`config.mk`:
```
export PLATFORM = sky130hd
export DESIGN_NAME = nbgm_div
export DESIGN_NICKNAME = d
export VERILOG_FILES = /design/src/rtl/nbgm_pkg.sv /design/src/rtl/nbgm_div.sv
export SDC_FILE = /design/constraint.sdc
export NUM_CORES = 1
export LEC_CHECK = 0
export ABC_AREA = 1
export BUFFER_PORTS_ARGS = -buffer_cell sky130_fd_sc_hd__buf_2
export CORE_MARGIN = 10
export CORE_UTILIZATION = 27
export DETAILED_ROUTE_END_ITERATION = 12
export MAX_ROUTING_LAYER = met4
export PLACE_DENSITY = 0.46
export SLEW_MARGIN = 25
export SYNTH_ARGS = -nofsm -noshare
export SYNTH_HDL_FRONTEND = slang
export SYNTH_SLANG_ARGS = --single-unit
```
`constraint.sdc`:
```
create_clock -name clk_i -period 3.1 [get_ports clk_i]
set_clock_uncertainty 0.2 [all_clocks]
set_input_delay 0 -clock clk_i [delete_from_list [all_inputs] [get_ports clk_i]]
set_output_delay 0 -clock clk_i [all_outputs]
set_load 0.02 [all_outputs]
```
`src/rtl/nbgm_pkg.sv`:
```
// Shared codes and constants for the gravity merge/integrate block.
// No dependencies; imported by every module of the block.
package nbgm_pkg;

  // Item kinds on the input channel
  localparam logic [2:0] KIND_LOAD  = 3'd0;
  localparam logic [2:0] KIND_CLEAR = 3'd1;
  localparam logic [2:0] KIND_PAIR  = 3'd2;
  localparam logic [2:0] KIND_POINT = 3'd3;
  localparam logic [2:0] KIND_MOVE  = 3'd4;

  // Result event codes
  localparam logic [1:0] EV_REPORT   = 2'd0;
  localparam logic [1:0] EV_ABSORB   = 2'd1;
  localparam logic [1:0] EV_ABSORBED = 2'd2;
  localparam logic [1:0] EV_SKIP     = 2'd3;

  // Configuration register indexes
  localparam logic [1:0] CFG_GRAV  = 2'd0;
  localparam logic [1:0] CFG_SOFT  = 2'd1;
  localparam logic [1:0] CFG_MERGE = 2'd2;

  localparam logic [31:0] ONE_Q16 = 32'h0001_0000;
  localparam logic [46:0] CAP47   = '1;

endpackage

```
`src/rtl/nbgm_div.sv`:
```
// Iterative restoring divider, one quotient bit per cycle, quotient capped at 2^47-1.
// Depends on nbgm_pkg.
module nbgm_div import nbgm_pkg::*; (
  input  logic        clk_i,
  input  logic        rst_ni,
  input  logic        start_i,
  input  logic [63:0] num_i,
  input  logic [32:0] den_i,
  output logic        done_o,
  output logic [46:0] quo_o
);

  localparam int unsigned Steps = 48;
  localparam logic [5:0] LastStep = 6'(Steps - 1);

  logic        busy_q, done_q, sat_q;
  logic [5:0]  cnt_q;
  logic [32:0] rem_q, den_q;
  logic [47:0] sh_q;
  logic [33:0] trial, diff;
  logic        ge;

  // Trial subtract of the next partial remainder
  assign trial = {rem_q, sh_q[47]};
  assign ge    = trial >= {1'b0, den_q};
  assign diff  = trial - {1'b0, den_q};

  always_ff @(posedge clk_i or negedge rst_ni) begin
    if (!rst_ni) begin
      busy_q <= 1'b0;
      done_q <= 1'b0;
      sat_q  <= 1'b0;
      cnt_q  <= '0;
      rem_q  <= '0;
      den_q  <= '0;
      sh_q   <= '0;
    end else begin
      done_q <= 1'b0;
      if (start_i) begin
        den_q <= den_i;
        cnt_q <= '0;
        // Quotient of 2^47 or more saturates at once
        if ({16'b0, num_i[63:47]} >= den_i) begin
          sat_q  <= 1'b1;
          busy_q <= 1'b0;
          done_q <= 1'b1;
        end else begin
          sat_q  <= 1'b0;
          busy_q <= 1'b1;
          rem_q  <= {17'b0, num_i[63:48]};
          sh_q   <= num_i[47:0];
        end
      end else if (busy_q) begin
        rem_q <= ge ? diff[32:0] : trial[32:0];
        sh_q  <= {sh_q[46:0], ge};
        cnt_q <= cnt_q + 6'd1;
        if (cnt_q == LastStep) begin
          busy_q <= 1'b0;
          done_q <= 1'b1;
        end
      end
    end
  end

  assign done_o = done_q;
  assign quo_o  = sat_q ? CAP47 : sh_q[46:0];

endmodule

```
After elaboration in Yosys (flattened, before gate mapping)
Cells that the tools add are included.
{"block": "classes", "n_reduce_logical": 2, "n_mux": 18, "order_cmp": 2, "n_eq_ne": 2, "n_addsub": 2}
{"cell": "two-way mux 48 bit", "n": 3}
{"cell": "two-way mux 33 bit", "n": 4}
{"cell": "two-way mux 47 bit", "n": 1}
{"cell": ">= comparator 34 x 33 -> 1 bit", "n": 1}
{"cell": ">= comparator 17 x 33 -> 1 bit", "n": 1}
{"cell": "subtractor 33 bit", "n": 1}
{"cell": "two-way mux 6 bit", "n": 2}
{"cell": "two-way mux 1 bit", "n": 8}
{"cell": "adder 6 x 1 -> 6 bit, second input constant", "n": 1}
{"cell": "== test 6 bit, second input constant", "n": 1}
{"cell": "!= test 2 bit, second input constant", "n": 1}
{"cell": "AND reduction 2 bit", "n": 1}
{"cell": "nonzero test 2 bit", "n": 1}
{"block": "word_totals", "input_bits": 100, "out_inout_bits": 48, "register_bits": 123, "elab_cells": 33}

Longest topological paths before layout
Gate-level depths: netlist of the first run.
{"block": "logic_depth", "depth_word": 4, "mapped_depth": 18, "ltp_nobuf": 16}

Worst setup path after synthesis of the first run
OpenSTA, ideal clock, no wires.
{"block": "synth_timing", "path_kind": "reg-to-reg", "from": "reg sh_q[47]", "to": "reg rem_q[31]", "synth_period_minus_slack_ns": 2.268, "slack_ns": 0.832, "required_ns": 2.784, "path_buffers": 1, "arrival_time_ns": 1.952, "path_stages_with_launch": 16, "setup_ns": 0.116, "path_cell_list": "dfrtp_1 > inv_1 > ha_1 > inv_1 > fa_1 > nand3_1 > nand3_2 > nand2_1 > nand2_2 > nand2_4 > nand2_8 > buf_6 > o21ai_1 > inv_1 > nand2_1 > nand2_1"}
{"block": "synth_via", "elab_chain_cells": 4, "elab_cells_between_ends": 5, "cone_classes": "add/sub (1); order compare (1); mux (3)"}
{"item": "from (decl)", "line_no": "nbgm_div.sv:19", "text": "logic [47:0] sh_q;"}
{"item": "from (signal assigned)", "line_no": "nbgm_div.sv:51", "text": "sh_q <= num_i[47:0];"}
{"item": "from (signal assigned)", "line_no": "nbgm_div.sv:55", "text": "sh_q <= {sh_q[46:0], ge};"}
{"item": "subtractor 33 bit or >= comparator 34 x 33 -> 1 bit (tied branches)", "line_no": "nbgm_div.sv:26, nbgm_div.sv:25"}
{"item": "two-way mux 33 bit *", "line_no": "nbgm_div.sv:54", "text": "rem_q <= ge ? diff[32:0] : trial[32:0];"}
{"item": "two-way mux 33 bit *", "line_no": "nbgm_div.sv:53", "text": "end else if (busy_q) begin"}
{"item": "two-way mux 33 bit *", "line_no": "nbgm_div.sv:39", "text": "if (start_i) begin"}
{"item": "to (signal assigned)", "line_no": "nbgm_div.sv:50", "text": "rem_q <= {17'b0, num_i[63:48]};"}
{"item": "to (signal assigned)", "line_no": "nbgm_div.sv:54"}
{"item": "to (decl)", "line_no": "nbgm_div.sv:18", "text": "logic [32:0] rem_q, den_q;"}
Every way passes the cells marked *; elsewhere a longest branch is shown, timed or not. The select of a mux whose other input is x is not followed.
A chain may end at the register's enable or synchronous reset.

Worst setup path in the final report of the first run
{"block": "layout_timing", "from": "reg sh_q[47]", "to": "reg rem_q[21]"}
Same word-level chain as after synthesis.

==> results.yml, run 1 <==
floorplan:
  rows: 67
  io_pins: 148
  die_area_um2: 41700
  die_h_um: 204
  floorplan.die.width_um: 204
  core_region_area_um2: 33500
  initial_standard_cell_utilization_of_the_core_pct: 27.3
synthesis:
  synth_top_flop_cell: "sky130_fd_sc_hd__dfrtp_1"
  synth_area_um2: 9170
  synth_warnings: 0
  yosys_register_bits: 123
  number_of_enable_type_register_cells_in_the_synthesized_netlist: 0
  yosys.cell_count.top_type: "sky130_fd_sc_hd__nand2_1"
  ys_async_sr_fraction_pct: 100
  post_synth_main_area_contributors: "sky130_fd_sc_hd__dfrtp_1 (34%), sky130_fd_sc_hd__nand2_1 (19%), sky130_fd_sc_hd__inv_1 (8.5%), sky130_fd_sc_hd__ha_1 (7.0%), sky130_fd_sc_hd__o21ai_0 (6.8%)"
  post_synth.cell_area_avg_um2: 6.60
  mappedNetlistNets: 1540
  synth_cell_type_count: 39
  synthDominantCellAreaShare_pct: 33.6
  postSynthCellCount: 1388
  yosysSeqAreaShare_pct: 33.6
  post-synth-top-area-cell: "sky130_fd_sc_hd__dfrtp_1"
  yosys-top-cells-count: "sky130_fd_sc_hd__nand2_1 (460), sky130_fd_sc_hd__inv_1 (207), sky130_fd_sc_hd__o21ai_0 (124)"
global_route:
  wire_length_of_the_first_global_routing_pass_um: 51200
  grt.overflow.total: 0
  number_of_antenna_violations_at_the_first_check_in_global_routing: 1
  grt_max_degree: 87
  grt_util_all_layers_pct: 15.6
  grt_pass1_vias: 9680
finish:
  relative_area_change_from_synthesis_to_final_layout_pct: 34.4
  stdcell_count: 2118
  finalInstanceArea_um2: 12300
  nets: 1808
  post_route_cells_drive_above_1_share_pct: 15.5
cts:
  worst_skew_pair.late_latency_ps: 440
  cts_inserted_buffers: 17
  tritoncts_clock_tree: "yes"
  numClockSinks: 123
  clk_pin_slew_worst_paths_ps: 80
  clk_path_buf_depth: 2
  clock-root-buffer: "sky130_fd_sc_hd__clkbuf_16"
  htreeDepth: 4
setup_path:
  criticalPathCategory: "register to register"
  worstPathCellList: "inv_1, ha_1, inv_1, fa_1, nand3_1, nand3_2, nand2_1, nand2_2, nand2_4, nand2_8, inv_1, nand2_1, nand3_1, o21ai_1"
  cp_max_fo: 46
  worst_path_arrival_ps: 2860
  slowest_delay_ps: 460
  cell_type_of_the_slowest_stage_on_the_worst_timing_path: "sky130_fd_sc_hd__fa_1"
  critPathCaptureType: "register"
  critPathTopFamily: "simple AND/OR/NAND/NOR gates"
  worst_r2r_startpoint: "sh_q[47]"
  crit_path_start_kind: "register"
  worst_ep_required_time_ps: 3200
  path_buf_inv: 3
  worst_setup_path_startpoint: "sh_q[47]"
  critPathMostFrequentCell: "sky130_fd_sc_hd__inv_1"
sta:
  post-route-min-period_ps: 2760
  fin_tns_setup_ps: 0
  fin_crit_sh_pct: 89.1
  layout_setup_ws_ps: 338
  rsz0062_at_grt: "no"
  hold_slack_ps: -6.36
  timing.max_slew.rel_slack_pct: 37.2
  max_freq_mhz: 362
  final_hold_violations: 7
  worstMarginPinSlew_ps: 942
  report.final.slew_viol_count: 0
  report.final.setup_viol: 0
power_and_ir_drop:
  static_leakage_nw: 6.48
  vdd_drop_max_mv: 0.421
  powerDensity_nw_per_um2: 707
placement:
  detailed_place_hpwl_um: 23300
  pre_cts_slack_ps: 131
  placed_cell_area_um2: 10300
  routabilityCongestion: 0.943
  quantity_of_i_o_buffers_inserted_on_ports: 147
  dpl.cell_count: 1950
routing:
  routed_wire_length_um: 30900
  final_antenna_net_count: 0
  viasPerCell: 4.43
  drtIter0Drc: 519
  detailedRoute.firstPassIterationCount: 4
  detailroute.via_count: 9378
  route.detailed.drc: 0
  wl_per_cell_um: 14.6
job:
  cap_viol_max_count: 0
hold_path:
  hp-class: "input pin to asynchronous set/reset pin"
status:
  outcome: "finished with violations"
  failing_checks: "hold timing"
[sequential cells by signal, indices dropped and copies added, names as in the netlist]
name	flops
busy_q	1
cnt_q	6
den_q	33
done_o	1
rem_q	33
sat_q	1
sh_q	48
[timing repair]
action | CTS | global route
hold endpoints to repair | 221 | 0
endpoints found under the setup margin | 0 | 14
gates resized for setup | 0 | 0
buffers inserted | 0 | 2
hold buffers | 133 | 0
[worst register-to-register path: stages, from the launching register on]
cell and delay [ps]:
sky130_fd_sc_hd__dfrtp_1 380, sky130_fd_sc_hd__inv_1 80, sky130_fd_sc_hd__ha_1 140, sky130_fd_sc_hd__inv_1 70, sky130_fd_sc_hd__fa_1 460, sky130_fd_sc_hd__nand3_1 140, sky130_fd_sc_hd__nand3_2 150, sky130_fd_sc_hd__nand2_1 110
sky130_fd_sc_hd__nand2_2 120, sky130_fd_sc_hd__nand2_4 120, sky130_fd_sc_hd__nand2_8 210, sky130_fd_sc_hd__inv_1 250, sky130_fd_sc_hd__nand2_1 70, sky130_fd_sc_hd__nand3_1 80, sky130_fd_sc_hd__o21ai_1 60
[stage by stage]
stage	hold WS (ps)	utilization (%)	power, mW
3_3_place_gp	-102	30.8	6.36
2_1_floorplan	-496	-	5.31
6_report	-6.36	36.7	8.71
5_1_grt	63.5	36.7	9.52
3_5_place_dp	-111	30.9	6.37
4_1_cts	21.4	36.7	8.74
[per-layer routing]
layer	global-route usage, %	part of all wire [%]	up-vias
met4	3.17	0.93	0
li1	-	-	4902
met2	25.8	48	173
met1	19.8	47	4284
met5	-	0	-
met3	2.62	3.9	19
[cells by family (layout without fill, tap and decap cells)]
logic type | Yosys count | after routing | share of synthesized area (%)
xor gates and xnor gates | 11 | 11 | 1.05
adders and majority gates | 52 | 52 | 7.18
and+or+nand+nor | 721 | 721 | 33.8
AOI/OAI and AO/OA | 216 | 216 | 12.3
DFF | 123 | 123 | 33.6
other | 0 | 1 | 0
buffers and inverters | 265 | 546 | 12.2
[area by class of cell]
cell class              instances  area, µm²
diodes                          1       2.50
clock buffers                  17        425
clock inverters                15        196
fillers                      3674      21200
inverters                     215        807
multi-input cells            1000       4980
flip-flops and latches        123       3080
well taps                     448        561
repair buffers                299       2270
[cells in the final DEF, fill, tap and decap left out, types with 8 or more instances in the layout]
| cell | instances |
|---|---|
| sky130_fd_sc_hd__ha_1 | 51 |
| sky130_fd_sc_hd__a21oi_1 | 39 |
| sky130_fd_sc_hd__buf_4 | 17 |
| sky130_fd_sc_hd__o21ai_0 | 124 |
| sky130_fd_sc_hd__dfrtp_1 | 123 |
| sky130_fd_sc_hd__nand2_2 | 18 |
| sky130_fd_sc_hd__nor3_1 | 8 |
| sky130_fd_sc_hd__nand3_1 | 111 |
| sky130_fd_sc_hd__inv_1 | 207 |
| sky130_fd_sc_hd__clkbuf_16 | 17 |
| sky130_fd_sc_hd__xor2_1 | 10 |
| sky130_fd_sc_hd__dlygate4sd3_1 | 133 |
| sky130_fd_sc_hd__o21ai_1 | 38 |
| sky130_fd_sc_hd__nor2_1 | 74 |
| sky130_fd_sc_hd__or2_2 | 12 |
| sky130_fd_sc_hd__buf_2 | 145 |
| sky130_fd_sc_hd__nand4_1 | 16 |
| sky130_fd_sc_hd__nand2_1 | 460 |
| sky130_fd_sc_hd__inv_2 | 8 |
[final timing paths]
| path | endpoint | slack [ps] | cells after the start |
|---|---|---|---|
| worst max-delay path | rem_q[21] | 340 | 14 |
| max in group asynchronous | den_q[17] | 1710 | 4 |
| worst max register to register | rem_q[21] | 340 | 14 |
| worst min register to register | sat_q | 290 | 1 |
| min in group clk_i | den_q[5] | 130 | 4 |
| worst min-delay path | rem_q[11] | -6 | 3 |
[where the power goes]
part / internal [mW] / leakage (nW) / switching [mW]
sequential: 1.91 / 1.53 / 0.186
clock: 1.24 / 0.308 / 0.946
combinational: 1.56 / 4.64 / 2.87
(Power assumes the default switching activity.)
==> inputs of run 2 (changes only) <==
- HOLD_SLACK_MARGIN: unset -> 0.15
- RECOVER_POWER: unset -> 100
==> run 2 against run 1 <==
  * Register-to-register slack about the same
  * Critical path type is now input pin to register
  * Critical path depth unchanged
  * The run now ends clean
  * Count of clock-buffer cells in the layout unchanged
  * Setup slack worse by 29 ps
==> results.yml, run 2 (same netlist as run 1, synthesis figures left out) <==
finish:
  nets: 1833
  relative_area_change_from_synthesis_to_final_layout_pct: 35.8
  number_of_flip_flops_in_the_largest_register: 48
  final_core_util_pct: 37.1
  regArea_um2: 3080
  post_route_cells_drive_above_1_share_pct: 11.8
  layout.cells.most_common: "sky130_fd_sc_hd__nand2_1"
  layout_common_cells: "sky130_fd_sc_hd__nand2_1 (460), sky130_fd_sc_hd__inv_1 (207), sky130_fd_sc_hd__dlygate4sd3_1 (158)"
  num-fill-cells: 3696
  multi_input_area_um2: 4970
  top_reg_by_flops: "sh_q"
  biggestRegsByFlops: "sh_q (48), den_q (33), rem_q (33)"
global_route:
  grt_util_all_layers_pct: 15.8
  grt_max_degree: 87
  grt.overflow.total: 0
  grt_pass1_vias: 9833
  wire_length_of_the_first_global_routing_pass_um: 51700
  number_of_antenna_violations_at_the_first_check_in_global_routing: 2
sta:
  timing.max_slew.rel_slack_pct: 16.0
  report.final.slew_viol_count: 0
  rsz0062_at_grt: "no"
  worstMarginPinSlew_ps: 1260
  fin_tns_setup_ps: 0
  max_freq_mhz: 358
  layout_setup_ws_ps: 309
  post-route-min-period_ps: 2790
  report.final.setup_viol: 0
  final_hold_violations: 0
  fin_crit_sh_pct: 90.0
routing:
  detailedRoute.firstPassIterationCount: 4
  drtIter0Drc: 562
  routed_wire_length_um: 31100
  viasPerCell: 4.42
  final_antenna_net_count: 0
  wl_per_cell_um: 14.5
  detailroute.via_count: 9486
  route.detailed.drc: 0
job:
  cap_viol_max_count: 0
power_and_ir_drop:
  switching_share_pct: 46.1
  powerDensity_nw_per_um2: 698
  switching_power_mw: 4.00
  seq_power_share_pct: 24.1
  clock_power_share_pct: 25.2
  power.internal_mw: 4.68
  share_comb_of_total_power_pct: 50.7
  vdd_drop_max_mv: 0.423
  static_leakage_nw: 6.42
cts:
  numClockSinks: 123
  worst_skew_pair.late_latency_ps: 440
  clock-root-buffer: "sky130_fd_sc_hd__clkbuf_16"
  clk_pin_slew_worst_paths_ps: 70
  postCtsResizedCells: 0
  cts_inserted_buffers: 17
  tritoncts_clock_tree: "yes"
  htreeDepth: 4
  clk_path_buf_depth: 2
hold_path:
  hold_depth: 4
  hp-class: "input pin to register"
  hp-start: "den_i[7]"
  hold_path_end: "den_q[7]"
floorplan:
  core_region_area_um2: 33500
  die_h_um: 204
  initial_standard_cell_utilization_of_the_core_pct: 27.3
  io_pins: 148
  rows: 67
  floorplan.die.width_um: 204
  die_area_um2: 41700
setup_path:
  worstRegToRegCells: 14
  critPathMostFrequentCell: "sky130_fd_sc_hd__nand2_1"
  regToRegEndpoint: "rem_q[21]"
  worst_ep_required_time_ps: 3270
  criticalPathCategory: "input pin to register"
  worst_r2r_startpoint: "sh_q[47]"
  worst_path_arrival_ps: 2960
  worstPathCellList: "dlygate4sd3_1, buf_2, ha_1, nand2_1, nor2_1, nand4_1, nor2_1, nand3_1, nand4_1, nand2_4, inv_1, clkbuf_4, nand2_1, nand2_1"
  r2r_slack_ps: 330
  crit_path_start_kind: "input pin"
  critPathCaptureType: "register"
  cell_type_of_the_slowest_stage_on_the_worst_timing_path: "sky130_fd_sc_hd__dlygate4sd3_1"
  slowest_delay_ps: 540
  cp_max_fo: 29
placement:
  detailed_place_hpwl_um: 23300
  routabilityCongestion: 0.943
  quantity_of_i_o_buffers_inserted_on_ports: 147
  pre_cts_slack_ps: 131
status:
  outcome: "finished clean"
-- run 2: cell count changes in the layout (fill, tap and decap cells not counted), moves of 8 or more --
cell,previous run,this run
sky130_fd_sc_hd__o21ai_1,38,10
sky130_fd_sc_hd__buf_2,145,90
sky130_fd_sc_hd__clkbuf_1,0,57
sky130_fd_sc_hd__buf_4,17,9
sky130_fd_sc_hd__o21ai_0,124,152
sky130_fd_sc_hd__dlygate4sd3_1,133,158
-- run 2: how the worst max path moves through the flow --
stage,start,to,slack [ps],depth (start not counted)
floorplan,sh_q[47],rem_q[31],830,15
finish,num_i[55],rem_q[24],310,14
global placement,rem_q[28],rem_q[22],150,11
detailed placement,rem_q[28],rem_q[21],130,11
global route,den_i[16],rem_q[17],90,15
CTS,rem_q[28],rem_q[21],120,11
-- run 2: worst max-delay path, delay by kind of cell --
kind                     cells  cell delay (ps)
adder cells (fa/ha/maj)      1              330
buffers and inverters        4             1130
AND/OR/NAND/NOR              9             1460
-- run 2: power groups by stage --
| stage | clock network, mW | registers, mW | logic [mW] |
|---|---|---|---|
| 3_3_place_gp | 0 | 2.12 | 4.24 |
| 6_report | 2.19 | 2.09 | 4.40 |
| 5_1_grt | 2.32 | 2.14 | 5.04 |
| 2_1_floorplan | 0 | 2.07 | 3.25 |
| 3_5_place_dp | 0 | 2.12 | 4.25 |
| 4_1_cts | 2.25 | 2.09 | 4.43 |
-- run 2: area by class of cell --
type / instances / share of cell area [%]
diodes: 2 / 0.0402
clock buffers: 17 / 3.42
clock inverters: 15 / 1.58
inverters: 215 / 6.49
multi-input cells: 1000 / 39.9
flip-flops and latches: 123 / 24.7
well taps: 448 / 4.50
repair buffers: 324 / 19.3
-- run 2: what timing repair did --
| item | CTS | global route |
|---|---|---|
| hold buffers | 158 | 0 |
| setup buffers | 0 | 2 |
| hold endpoints to repair | 227 | 0 |
| setup endpoints to repair | 0 | 14 |
-- run 2: metal layers --
layer | part of all wire, % | track usage (%) | vias up | routed length [µm]
li1 | - | - | 4954 | -
met1 | 47 | 19.7 | 4332 | 14600
met2 | 48 | 26.0 | 174 | 15000
met3 | 3.7 | 2.76 | 26 | 1140
met4 | 1.3 | 3.62 | 0 | 398
met5 | 0 | - | - | 0
-- run 2: stage by stage --
stage	hold WS (ps)	instances	area (µm²)	power, mW
after floorplan	-496	1388	9170	5.31
after global placement	-102	1949	10300	6.36
after detailed placement	-111	1950	10300	6.37
after CTS	151	2140	12600	8.77
after global routing	180	2144	12400	9.50
final	160	2144	12400	8.68
==> inputs of run 3 (changes only) <==
- REMOVE_ABC_BUFFERS: unset -> 1
==> run 3 against run 2 <==
  * Via count barely moved
  * Register-to-register slack lost 50 ps
  * Setup slack got worse by 26 ps
  * Combinational power down 2%
  * Die area is the same
  * First-iteration DRC count decreased by 34%
  * Flip-flop and latch count unchanged
  * Global-route usage decreased by 0.15 points
  * Utilization is 0.42 points lower
  * Final area down 1.1%
  * Highest routed layer unchanged
==> results.yml, run 3 (same netlist as run 1, synthesis figures left out) <==
status:
  outcome: "finished clean"
setup_path:
  slowest_delay_ps: 480
  critPathTopFamily: "simple AND/OR/NAND/NOR gates"
  path_buf_inv: 3
  worstRegToRegCells: 14
  cell_type_of_the_slowest_stage_on_the_worst_timing_path: "sky130_fd_sc_hd__fa_1"
  r2r_slack_ps: 280
  crit_path_start_kind: "register"
  cp-endpoint: "rem_q[20]"
  critPathCaptureType: "register"
  worstPathCellList: "inv_1, ha_1, inv_1, fa_1, nand3_1, nand3_2, nand2_1, nand2_2, nand2_4, nand2_8, clkinvlp_4, nand2_1, nand3_1, o21ai_0"
  worst_setup_path_startpoint: "sh_q[47]"
  regToRegEndpoint: "rem_q[20]"
  worst_path_arrival_ps: 2910
  cp_max_fo: 46
  worstSetupPathDepth: 14
  worst_r2r_startpoint: "sh_q[47]"
  worst_ep_required_time_ps: 3190
  criticalPathCategory: "register to register"
finish:
  post_route_cells_drive_above_1_share_pct: 11.6
  layout_common_cells: "sky130_fd_sc_hd__nand2_1 (465), sky130_fd_sc_hd__inv_1 (205), sky130_fd_sc_hd__dlygate4sd3_1 (155)"
  layout.cells.most_common: "sky130_fd_sc_hd__nand2_1"
  relative_area_change_from_synthesis_to_final_layout_pct: 34.2
  regArea_um2: 3080
  top_reg_by_flops: "sh_q"
  biggestRegsByFlops: "sh_q (48), den_q (33), rem_q (33)"
  number_of_flip_flops_in_the_largest_register: 48
  finalInstanceArea_um2: 12300
  stdcell_count: 2132
  final_core_util_pct: 36.7
  multi_input_area_um2: 4960
  nets: 1821
  num-fill-cells: 3735
routing:
  wl_per_cell_um: 14.5
  drtIter0Drc: 373
  routed_wire_length_um: 30900
  viasPerCell: 4.45
  detailroute.via_count: 9478
  detailedRoute.firstPassIterationCount: 5
  route.detailed.drc: 0
  final_antenna_net_count: 0
global_route:
  number_of_antenna_violations_at_the_first_check_in_global_routing: 2
  wire_length_of_the_first_global_routing_pass_um: 51400
  grt_util_all_layers_pct: 15.6
  grt.overflow.total: 0
  grt_max_degree: 125
  grt_pass1_vias: 9925
placement:
  pre_cts_slack_ps: 133
  quantity_of_i_o_buffers_inserted_on_ports: 147
  routabilityCongestion: 0.961
  placed_cell_area_um2: 10300
  dpl.cell_count: 1942
  detailed_place_hpwl_um: 22700
cts:
  cts_inserted_buffers: 17
  clock-root-buffer: "sky130_fd_sc_hd__clkbuf_16"
  numClockSinks: 123
  htreeDepth: 4
  clk_path_buf_depth: 2
  worst_skew_pair.late_latency_ps: 450
  tritoncts_clock_tree: "yes"
  clk_pin_slew_worst_paths_ps: 80
power_and_ir_drop:
  totalPowerFinal_mw: 8.46
  powerDensity_nw_per_um2: 687
  vdd_drop_max_mv: 0.460
  static_leakage_nw: 6.34
sta:
  final_hold_violations: 0
  rsz0062_at_grt: "no"
  layout_setup_ws_ps: 283
  worstMarginPinSlew_ps: 1260
  hold_slack_ps: 150
  report.final.setup_viol: 0
  fin_crit_sh_pct: 90.9
  post-route-min-period_ps: 2820
  fin_tns_setup_ps: 0
  max_freq_mhz: 355
  timing.max_slew.rel_slack_pct: 16.0
  report.final.slew_viol_count: 0
floorplan:
  core_region_area_um2: 33500
  die_h_um: 204
  die_area_um2: 41700
  rows: 67
  floorplan.die.width_um: 204
  initial_standard_cell_utilization_of_the_core_pct: 27.3
  io_pins: 148
job:
  cap_viol_max_count: 0
hold_path:
  hp-class: "input pin to register"
[run 3: cell count changes in the layout (fill, tap and decap cells not counted), sizes merged]
cell | previous run | this run
buf | 101 | 103
clkbuf | 82 | 72
clkinv | 2 | 8
clkinvlp | 0 | 3
diode | 2 | 3
dlygate4sd3 | 158 | 155
inv | 226 | 215
[run 3: worst min path at each step]
stage | to | slack [ps] | depth (start not counted) | start
after floorplan | busy_q | -500 | 0 | rst_ni
after global placement | den_q[3] | -70 | 1 | rst_ni
after detailed placement | den_q[3] | -60 | 1 | rst_ni
after CTS | den_q[2] | 160 | 4 | den_i[2]
after global routing | den_q[2] | 200 | 4 | den_i[2]
final | den_q[2] | 150 | 4 | den_i[2]
[run 3: power by group]
| group | internal (mW) | switching (mW) |
|---|---|---|
| clock | 1.19 | 0.857 |
| combinational | 1.50 | 2.83 |
| sequential | 1.91 | 0.178 |
| total | 4.59 | 3.86 |
[run 3: cell type report]
type                       instances  area share [%]
antenna                            3          0.0610
clock buffer                      18            3.49
clock inverter                    13            1.19
inverter                         215            6.59
multi-input combinational       1000            40.4
sequential                       123            25.0
tap                              448            4.56
timing repair buffer             312            18.7
[run 3: routing by layer]
layer | global-route usage (%) | vias to the layer above | wire length [µm]
li1 | - | 4923 | -
met4 | 3.60 | 0 | 379
met1 | 19.8 | 4385 | 15000
met2 | 25.2 | 148 | 14500
met3 | 2.98 | 22 | 1020
met5 | - | - | 0
[run 3: worst register-to-register path, stage by stage, from the launching register on]
cell and delay, ps:
sky130_fd_sc_hd__dfrtp_1 390, sky130_fd_sc_hd__inv_1 70, sky130_fd_sc_hd__ha_1 130, sky130_fd_sc_hd__inv_1 90, sky130_fd_sc_hd__fa_1 480, sky130_fd_sc_hd__nand3_1 150, sky130_fd_sc_hd__nand3_2 140, sky130_fd_sc_hd__nand2_1 110
sky130_fd_sc_hd__nand2_2 130, sky130_fd_sc_hd__nand2_4 130, sky130_fd_sc_hd__nand2_8 220, sky130_fd_sc_hd__clkinvlp_4 230, sky130_fd_sc_hd__nand2_1 60, sky130_fd_sc_hd__nand3_1 70, sky130_fd_sc_hd__o21ai_0 80
[run 3: repair_timing]
item	CTS	global route
hold buffers	155	0
hold endpoints to repair	223	0
setup endpoints to repair	0	7
setup buffers	0	1
gates resized for setup	0	1
